--- config.mk ---
export PLATFORM = sky130hd
export DESIGN_NAME = stx_etx_framer_hex_checksum
export DESIGN_NICKNAME = d
export VERILOG_FILES = /design/src/design/sxf_pkg.sv /design/src/design/sxf_front.sv /design/src/design/sxf_queue.sv /design/src/design/sxf_back.sv /design/src/design/stx_etx_framer_hex_checksum.sv
export SDC_FILE = /design/constraint.sdc
export NUM_CORES = 1
export LEC_CHECK = 0
export BUFFER_PORTS_ARGS = -buffer_cell sky130_fd_sc_hd__buf_2
export CORE_AREA = 3 3 152 154
export DETAILED_ROUTE_END_ITERATION = 6
export DIE_AREA = 0 0 155 157
export PLACE_DENSITY = 0.58
export SLEW_MARGIN = 40
export SYNTH_ARGS = -nofsm -noshare
export SYNTH_HDL_FRONTEND = slang
export SYNTH_SLANG_ARGS = --single-unit
--- constraint.sdc ---
create_clock -name clk -period 5.9 [get_ports clk]
set_input_delay 1.475 -clock clk [delete_from_list [all_inputs] [get_ports clk]]
set_output_delay 1.475 -clock clk [all_outputs]
set_load 0.005 [all_outputs]
--- src/design/sxf_pkg.sv ---
package sxf_pkg;

  localparam logic [7:0] BYTE_STX = 8'h02;
  localparam logic [7:0] BYTE_ETX = 8'h03;
  localparam logic [7:0] BYTE_ESC = 8'h1B;
  localparam logic [7:0] BYTE_FLD = 8'h1C;

  localparam logic [7:0] SEQ_FIRST = 8'h81;
  localparam logic [7:0] SEQ_LAST  = 8'hFF;

  localparam logic [7:0] ASCII_ZERO = 8'd48;
  localparam logic [7:0] ASCII_A    = 8'd65;
  localparam logic [3:0] NIBBLE_MAX = 4'd15;

  localparam logic [1:0] ACT_DATA      = 2'd0;
  localparam logic [1:0] ACT_FIELD     = 2'd1;
  localparam logic [1:0] ACT_FRAME_END = 2'd2;

  localparam int unsigned QUEUE_DEPTH = 4;
  localparam int unsigned QPTR_W      = $clog2(QUEUE_DEPTH);
  localparam int unsigned QCNT_W      = $clog2(QUEUE_DEPTH + 1);

  typedef enum logic [2:0] {
    POS_STX  = 3'd0,
    POS_SEQ  = 3'd1,
    POS_BODY = 3'd2,
    POS_HEX0 = 3'd3,
    POS_HEX1 = 3'd4,
    POS_HEX2 = 3'd5,
    POS_HEX3 = 3'd6
  } pos_t;

  typedef struct packed {
    logic [1:0] action;
    logic [7:0] data_byte;
  } item_t;

  typedef struct packed {
    logic [7:0] out_byte;
    logic       last_of_run;
    logic       reserved_flag;
  } result_t;

  typedef struct packed {
    logic        hdr;
    logic [7:0]  seq;
    logic        frame_end;
    logic [7:0]  body;
    logic        reserved;
    logic [15:0] checksum;
  } entry_t;

  typedef struct packed {
    logic full;
    logic empty;
  } q_status_t;

  function automatic logic [7:0] hex_ascii(input logic [3:0] v);
    logic [7:0] wide;
    wide = {4'h0, v & NIBBLE_MAX};
    return (v < 4'd10) ? (ASCII_ZERO + wide) : (ASCII_A - 8'd10 + wide);
  endfunction

  function automatic logic is_reserved(input logic [7:0] b);
    return (b == BYTE_STX) || (b == BYTE_ETX) || (b == BYTE_ESC) || (b == BYTE_FLD);
  endfunction

endpackage

--- src/design/sxf_front.sv ---
module sxf_front import sxf_pkg::*; (
  input  logic      clk,
  input  logic      rst,
  input  logic      item_valid,
  output logic      item_stall,
  input  item_t     item,
  input  q_status_t q_status,
  output logic      push,
  output entry_t    push_entry
);

  logic [7:0]  seq_value;
  logic [7:0]  seq_value_next;
  logic        frame_open;
  logic [15:0] running_sum;
  logic [15:0] sum_next;
  logic [15:0] hdr_sum;
  logic [7:0]  body;
  logic        act_ok;
  logic        accept;

  assign item_stall = q_status.full;
  assign accept     = item_valid && !q_status.full;

  always_comb begin
    act_ok = 1'b1;
    body   = item.data_byte;
    unique case (item.action)
      ACT_DATA:      body = item.data_byte;
      ACT_FIELD:     body = BYTE_FLD;
      ACT_FRAME_END: body = BYTE_ETX;
      default:       act_ok = 1'b0;
    endcase
  end

  always_comb begin
    if (seq_value < SEQ_FIRST || seq_value >= SEQ_LAST) begin
      seq_value_next = SEQ_FIRST;
    end else begin
      seq_value_next = seq_value + 8'd1;
    end
  end

  assign hdr_sum  = frame_open ? 16'h0000 : ({8'h00, BYTE_STX} + {8'h00, seq_value});
  assign sum_next = (frame_open ? running_sum : 16'h0000) + hdr_sum + {8'h00, body};

  assign push = accept && act_ok;

  always_comb begin
    push_entry.hdr       = !frame_open;
    push_entry.seq       = seq_value;
    push_entry.frame_end = (item.action == ACT_FRAME_END);
    push_entry.body      = body;
    push_entry.reserved  = (item.action == ACT_DATA) && is_reserved(item.data_byte);
    push_entry.checksum  = sum_next;
  end

  always_ff @(posedge clk) begin
    if (rst) begin
      seq_value   <= SEQ_FIRST;
      frame_open  <= 1'b0;
      running_sum <= 16'h0000;
    end else if (push) begin
      if (!frame_open) begin
        seq_value <= seq_value_next;
      end
      if (item.action == ACT_FRAME_END) begin
        frame_open  <= 1'b0;
        running_sum <= 16'h0000;
      end else begin
        frame_open  <= 1'b1;
        running_sum <= sum_next;
      end
    end
  end

endmodule

--- src/design/sxf_queue.sv ---
module sxf_queue import sxf_pkg::*; (
  input  logic      clk,
  input  logic      rst,
  input  logic      push,
  input  entry_t    push_entry,
  input  logic      pop,
  output entry_t    head,
  output q_status_t q_status
);

  entry_t              slots [QUEUE_DEPTH];
  logic [QPTR_W-1:0]   wr_ptr;
  logic [QPTR_W-1:0]   rd_ptr;
  logic [QCNT_W-1:0]   count;
  logic                do_push;
  logic                do_pop;

  assign q_status.full  = (count == QCNT_W'(QUEUE_DEPTH));
  assign q_status.empty = (count == '0);
  assign do_push        = push && !q_status.full;
  assign do_pop         = pop && !q_status.empty;
  assign head           = slots[rd_ptr];

  always_ff @(posedge clk) begin
    if (do_push) begin
      slots[wr_ptr] <= push_entry;
    end
  end

  always_ff @(posedge clk) begin
    if (rst) begin
      wr_ptr <= '0;
      rd_ptr <= '0;
      count  <= '0;
    end else begin
      if (do_push) begin
        wr_ptr <= wr_ptr + QPTR_W'(1);
      end
      if (do_pop) begin
        rd_ptr <= rd_ptr + QPTR_W'(1);
      end
      if (do_push && !do_pop) begin
        count <= count + QCNT_W'(1);
      end else if (do_pop && !do_push) begin
        count <= count - QCNT_W'(1);
      end
    end
  end

endmodule

--- src/design/sxf_back.sv ---
module sxf_back import sxf_pkg::*; (
  input  logic      clk,
  input  logic      rst,
  input  entry_t    head,
  input  q_status_t q_status,
  output logic      pop,
  output logic      result_valid,
  input  logic      result_stall,
  output result_t   result
);

  logic    active;
  pos_t    pos;
  pos_t    pos_cur;
  pos_t    pos_last;
  logic    out_free;
  logic    fire;
  logic    at_last;
  result_t res_next;

  assign out_free = !result_valid || !result_stall;
  assign fire     = out_free && !q_status.empty;
  assign pos_cur  = active ? pos : (head.hdr ? POS_STX : POS_BODY);
  assign pos_last = head.frame_end ? POS_HEX3 : POS_BODY;
  assign at_last  = (pos_cur == pos_last);
  assign pop      = fire && at_last;

  always_comb begin
    res_next.last_of_run   = at_last;
    res_next.reserved_flag = 1'b0;
    unique case (pos_cur)
      POS_STX:  res_next.out_byte = BYTE_STX;
      POS_SEQ:  res_next.out_byte = head.seq;
      POS_BODY: begin
        res_next.out_byte      = head.body;
        res_next.reserved_flag = head.reserved;
      end
      POS_HEX0: res_next.out_byte = hex_ascii(head.checksum[15:12]);
      POS_HEX1: res_next.out_byte = hex_ascii(head.checksum[11:8]);
      POS_HEX2: res_next.out_byte = hex_ascii(head.checksum[7:4]);
      POS_HEX3: res_next.out_byte = hex_ascii(head.checksum[3:0]);
      default:  res_next.out_byte = BYTE_STX;
    endcase
  end

  always_ff @(posedge clk) begin
    if (rst) begin
      active       <= 1'b0;
      pos          <= POS_STX;
      result_valid <= 1'b0;
    end else begin
      if (fire) begin
        active <= !at_last;
        pos    <= pos_t'(pos_cur + 3'd1);
      end
      if (out_free) begin
        result_valid <= fire;
      end
    end
  end

  always_ff @(posedge clk) begin
    if (fire) begin
      result <= res_next;
    end
  end

endmodule

--- src/design/stx_etx_framer_hex_checksum.sv ---
// An accepted item's entry is registered in the queue, then its first byte on the output.
// Throughput while result_stall is low: one output byte per cycle; one item per cycle
// while each item makes one byte. Frame headers (two bytes) and trailers (ETX plus four
// hex digits) leave a four-entry queue at that rate; the front stalls only if it is full.
// Reset (rst, synchronous) empties the queue, closes any frame and sets the sequence to 0x81.
module stx_etx_framer_hex_checksum import sxf_pkg::*; (
  input  logic    clk,
  input  logic    rst,
  input  logic    item_valid,
  output logic    item_stall,
  input  item_t   item,
  output logic    result_valid,
  input  logic    result_stall,
  output result_t result
);

  q_status_t q_status;
  logic      push;
  entry_t    push_entry;
  logic      pop;
  entry_t    head;

  sxf_front u_front (
    .clk        (clk),
    .rst        (rst),
    .item_valid (item_valid),
    .item_stall (item_stall),
    .item       (item),
    .q_status   (q_status),
    .push       (push),
    .push_entry (push_entry)
  );

  sxf_queue u_queue (
    .clk        (clk),
    .rst        (rst),
    .push       (push),
    .push_entry (push_entry),
    .pop        (pop),
    .head       (head),
    .q_status   (q_status)
  );

  sxf_back u_back (
    .clk          (clk),
    .rst          (rst),
    .head         (head),
    .q_status     (q_status),
    .pop          (pop),
    .result_valid (result_valid),
    .result_stall (result_stall),
    .result       (result)
  );

endmodule
==> run metrics <==
Worst Hold Path Cells 2; setup TNS 0 ns; outcome finished, final reports clean; Slew Viols, Final 0; Final Instance Area ~10000 um^2; drc violations 0; Primary FF master, synth edfxtp_1; CP dominant cell by count inv_1; Synth Instances about 680; post-synth top area cell edfxtp_1; Worst Reg-to-Reg Cells 13; CP max-delay cell a2111oi_0; vias in the first global route roughly 5800; DIE AREA around 24000 um^2; grt ovf 0; GRT Total Usage 17.2%; clk root buf clkbuf_16; Worst Setup Start Kind input pin; # hold bufs at CTS 0; Synth Net Count ~730; post-cts sizing count 0; diode count 0; Seq/Total Area, Yosys about 59%; leakage dissipation between 3 and 4 nW; # fillers between 1500 and 2000; GP Congestion approximately 0.9; Area after DPL 9370 um^2; Yosys warning count 0; Chip Height approximately 160 um; port bufs 25; initial antenna violation count 0; synthesized cell area roughly 8900 um^2; asr flop ratio synth 0%; Post-synth EDFFs 150; first-pass GRT wire length 31.8 mm; Routed WL between 15 and 20 mm; placed insts between 900 and 1000; largest net degree at the start of global routing 36; core area about 22000 um^2; met2 Use GR roughly 28%; CTS tree built; Vias/cell about 5.6; f_max roughly 190 MHz; Initial Util 40.9%; worst skew pair latency approximately 0.42 ns; Setup Fix Bufs, Post-CTS 0; Clock Skew about 0.0092 ns; Worst Tran Pin Value approximately 0.75 ns; Crit Path Max Fanout 10; Total Nets Final 760; CP cell instances buf_2, inv_1, ha_1, o21ai_0, inv_1, fa_1, inv_1, ha_1, a211oi_1, o21bai_1, a2111oi_0, nor3_1, xor2_1, a22o_1; Largest stage delay, worst path around 0.6 ns; Tcrit/Tclk final between 80% and 90%; Layout area overhead 11.1%; Final ANT Viol Nets 0; Post-DP HPWL 13.4 mm; endpoints failing hold 0; RSZ-0062 raised after global routing false; TritonCTS buffer count 17; crit path time final 5.29 ns; largest cells by area after synthesis edfxtp_1 50%, dfxtp_1 8.7%, mux4_2 8.3%; row count between 50 and 60; Peak VDD IR ~150 uV; Synth Register Bits around 190; Top Ports 26; 1st-pass router iterations 5; Setup CP Type in -> reg; worst min path class reg -> reg; PD cells between 300 and 400 nW/um^2; Clock H-tree levels 4; share of the synthesized area in the top cell type 50.4%; Worst slew margin around half; Initial DRC Count around 790; Reg clk slew, reported paths 0.07 ns; routed len/inst 20.0 um; vias post-DR about 5600; Critical Path End Type register; fin cells approximately 1000; unique cell type count in the Yosys netlist 67; grt peak-use layer met2; layout cells sized above 1 between 15 and 20%; top-count cell post-synth edfxtp_1; GR met1 Demand/Resource 22.8%; final setup fails 0; Commonest cells post-synth 150 x edfxtp_1, 57 x nand2_1, 54 x inv_1, 39 x dfxtp_1, 38 x nor2_1; CP Data Arrival Time about 5.7 ns; Max Root-Sink Buffers 2; GR Util met3 3.74%; Max-Cap Viols 0; CP Data Required Time roughly 6.3 ns; Final Util a little under half; syn avg cell area around 13 um^2; Clock Sinks roughly 190; Die W roughly 160 um
[routing by layer]
metal  up-vias  part of all wire, %
met5         -                    0
met4         0                  2.4
met3        39                  6.0
met2       207                   48
met1      2800                   43
li1       2573                    -
[stage by stage]
stage | worst slack [ns] | hold slack (ns) | power (mW)
global placement | 0.533 | 0.440 | 2.76
floorplan | 1.06 | 0.427 | 2.47
finish | 0.615 | 0.470 | 3.84
global route | 0.459 | 0.487 | 4.05
CTS | 0.739 | 0.466 | 3.87
detailed placement | 0.289 | 0.455 | 2.80
[registers in the layout, summed over array words and instances (netlist names), named ones only]
signal               flops
u_queue.slots          140
u_front.running_sum     16
u_back.result           10
u_front.seq_value        8
u_back.pos               3
u_queue.count            3
u_queue.rd_ptr           2
u_queue.wr_ptr           2
u_back.active            1
u_back.result_valid      1
u_front.frame_open       1
[path summary, 6_finish.rpt]
kind	start	to	slack, ns
hold reg to reg	u_front.running_sum[2]$_SDFFE_PP0P_	u_front.running_sum[2]$_SDFFE_PP0P_	0.47
setup / recovery	item[8]	u_front.running_sum[8]$_SDFFE_PP0P_	0.61
hold / removal	u_front.running_sum[2]$_SDFFE_PP0P_	u_front.running_sum[2]$_SDFFE_PP0P_	0.47
setup reg to reg	u_front.seq_value[2]$_SDFFE_PP0P_	u_queue.slots[3][12]$_DFFE_PP_	1.64
[logic make-up after synthesis]
group                    count (synthesis)  share of synthesized area [%]
AND/OR/NAND/NOR                        181                           9.85
XOR/XNOR                                31                           3.04
flip-flops                             189                           59.2
adder cells (fa/ha/maj)                 40                           6.44
AO/OA/AOI/OAI                          114                           8.26
multiplexers                            40                           9.50
buffers and inverters                   82                           3.74
[area by class of cell]
cell class	count	area (um^2)	area share, %
multi-input combinational	406	3320	33.5
inverter	56	210	2.12
tap	280	350	3.53
sequential	189	5290	53.3
timing repair buffer	36	208	2.09
clock buffer	20	437	4.40
clock inverter	12	110	1.11
[critical path, delay by kind of cell]
kind | cells | cell delay [ns]
buffers and inverters | 4 | 0.41
xor gates and xnor gates | 1 | 0.46
and+or+nand+nor | 1 | 0.15
AOI/OAI and AO/OA | 5 | 1.87
adders and majority gates | 3 | 1.28
[power by group]
| group | internal (mW) | total, mW | leakage [nW] | switching [mW] |
|---|---|---|---|---|
| Sequential | 1.68 | 1.76 | 1.71 | 0.0749 |
| Clock | 0.585 | 1.07 | 0.262 | 0.487 |
| Combinational | 0.394 | 1.01 | 1.52 | 0.617 |
[placed cells by master (no fill, tap or decap), types with 7 or more instances in the layout]
| cell | count |
|---|---|
| buf_4 | 11 |
| a22oi_1 | 7 |
| buf_2 | 25 |
| a21oi_1 | 29 |
| o21ai_0 | 26 |
| mux4_2 | 33 |
| and2_1 | 12 |
| nor3_1 | 15 |
| edfxtp_1 | 150 |
| clkbuf_16 | 17 |
| inv_1 | 54 |
| xnor2_1 | 16 |
| nand2_1 | 57 |
| dfxtp_1 | 38 |
| nor2_1 | 38 |
| xor2_1 | 15 |
| fa_1 | 10 |
| ha_1 | 30 |
| nand3_1 | 15 |
Note: power is estimated with default switching activity, not from simulation.
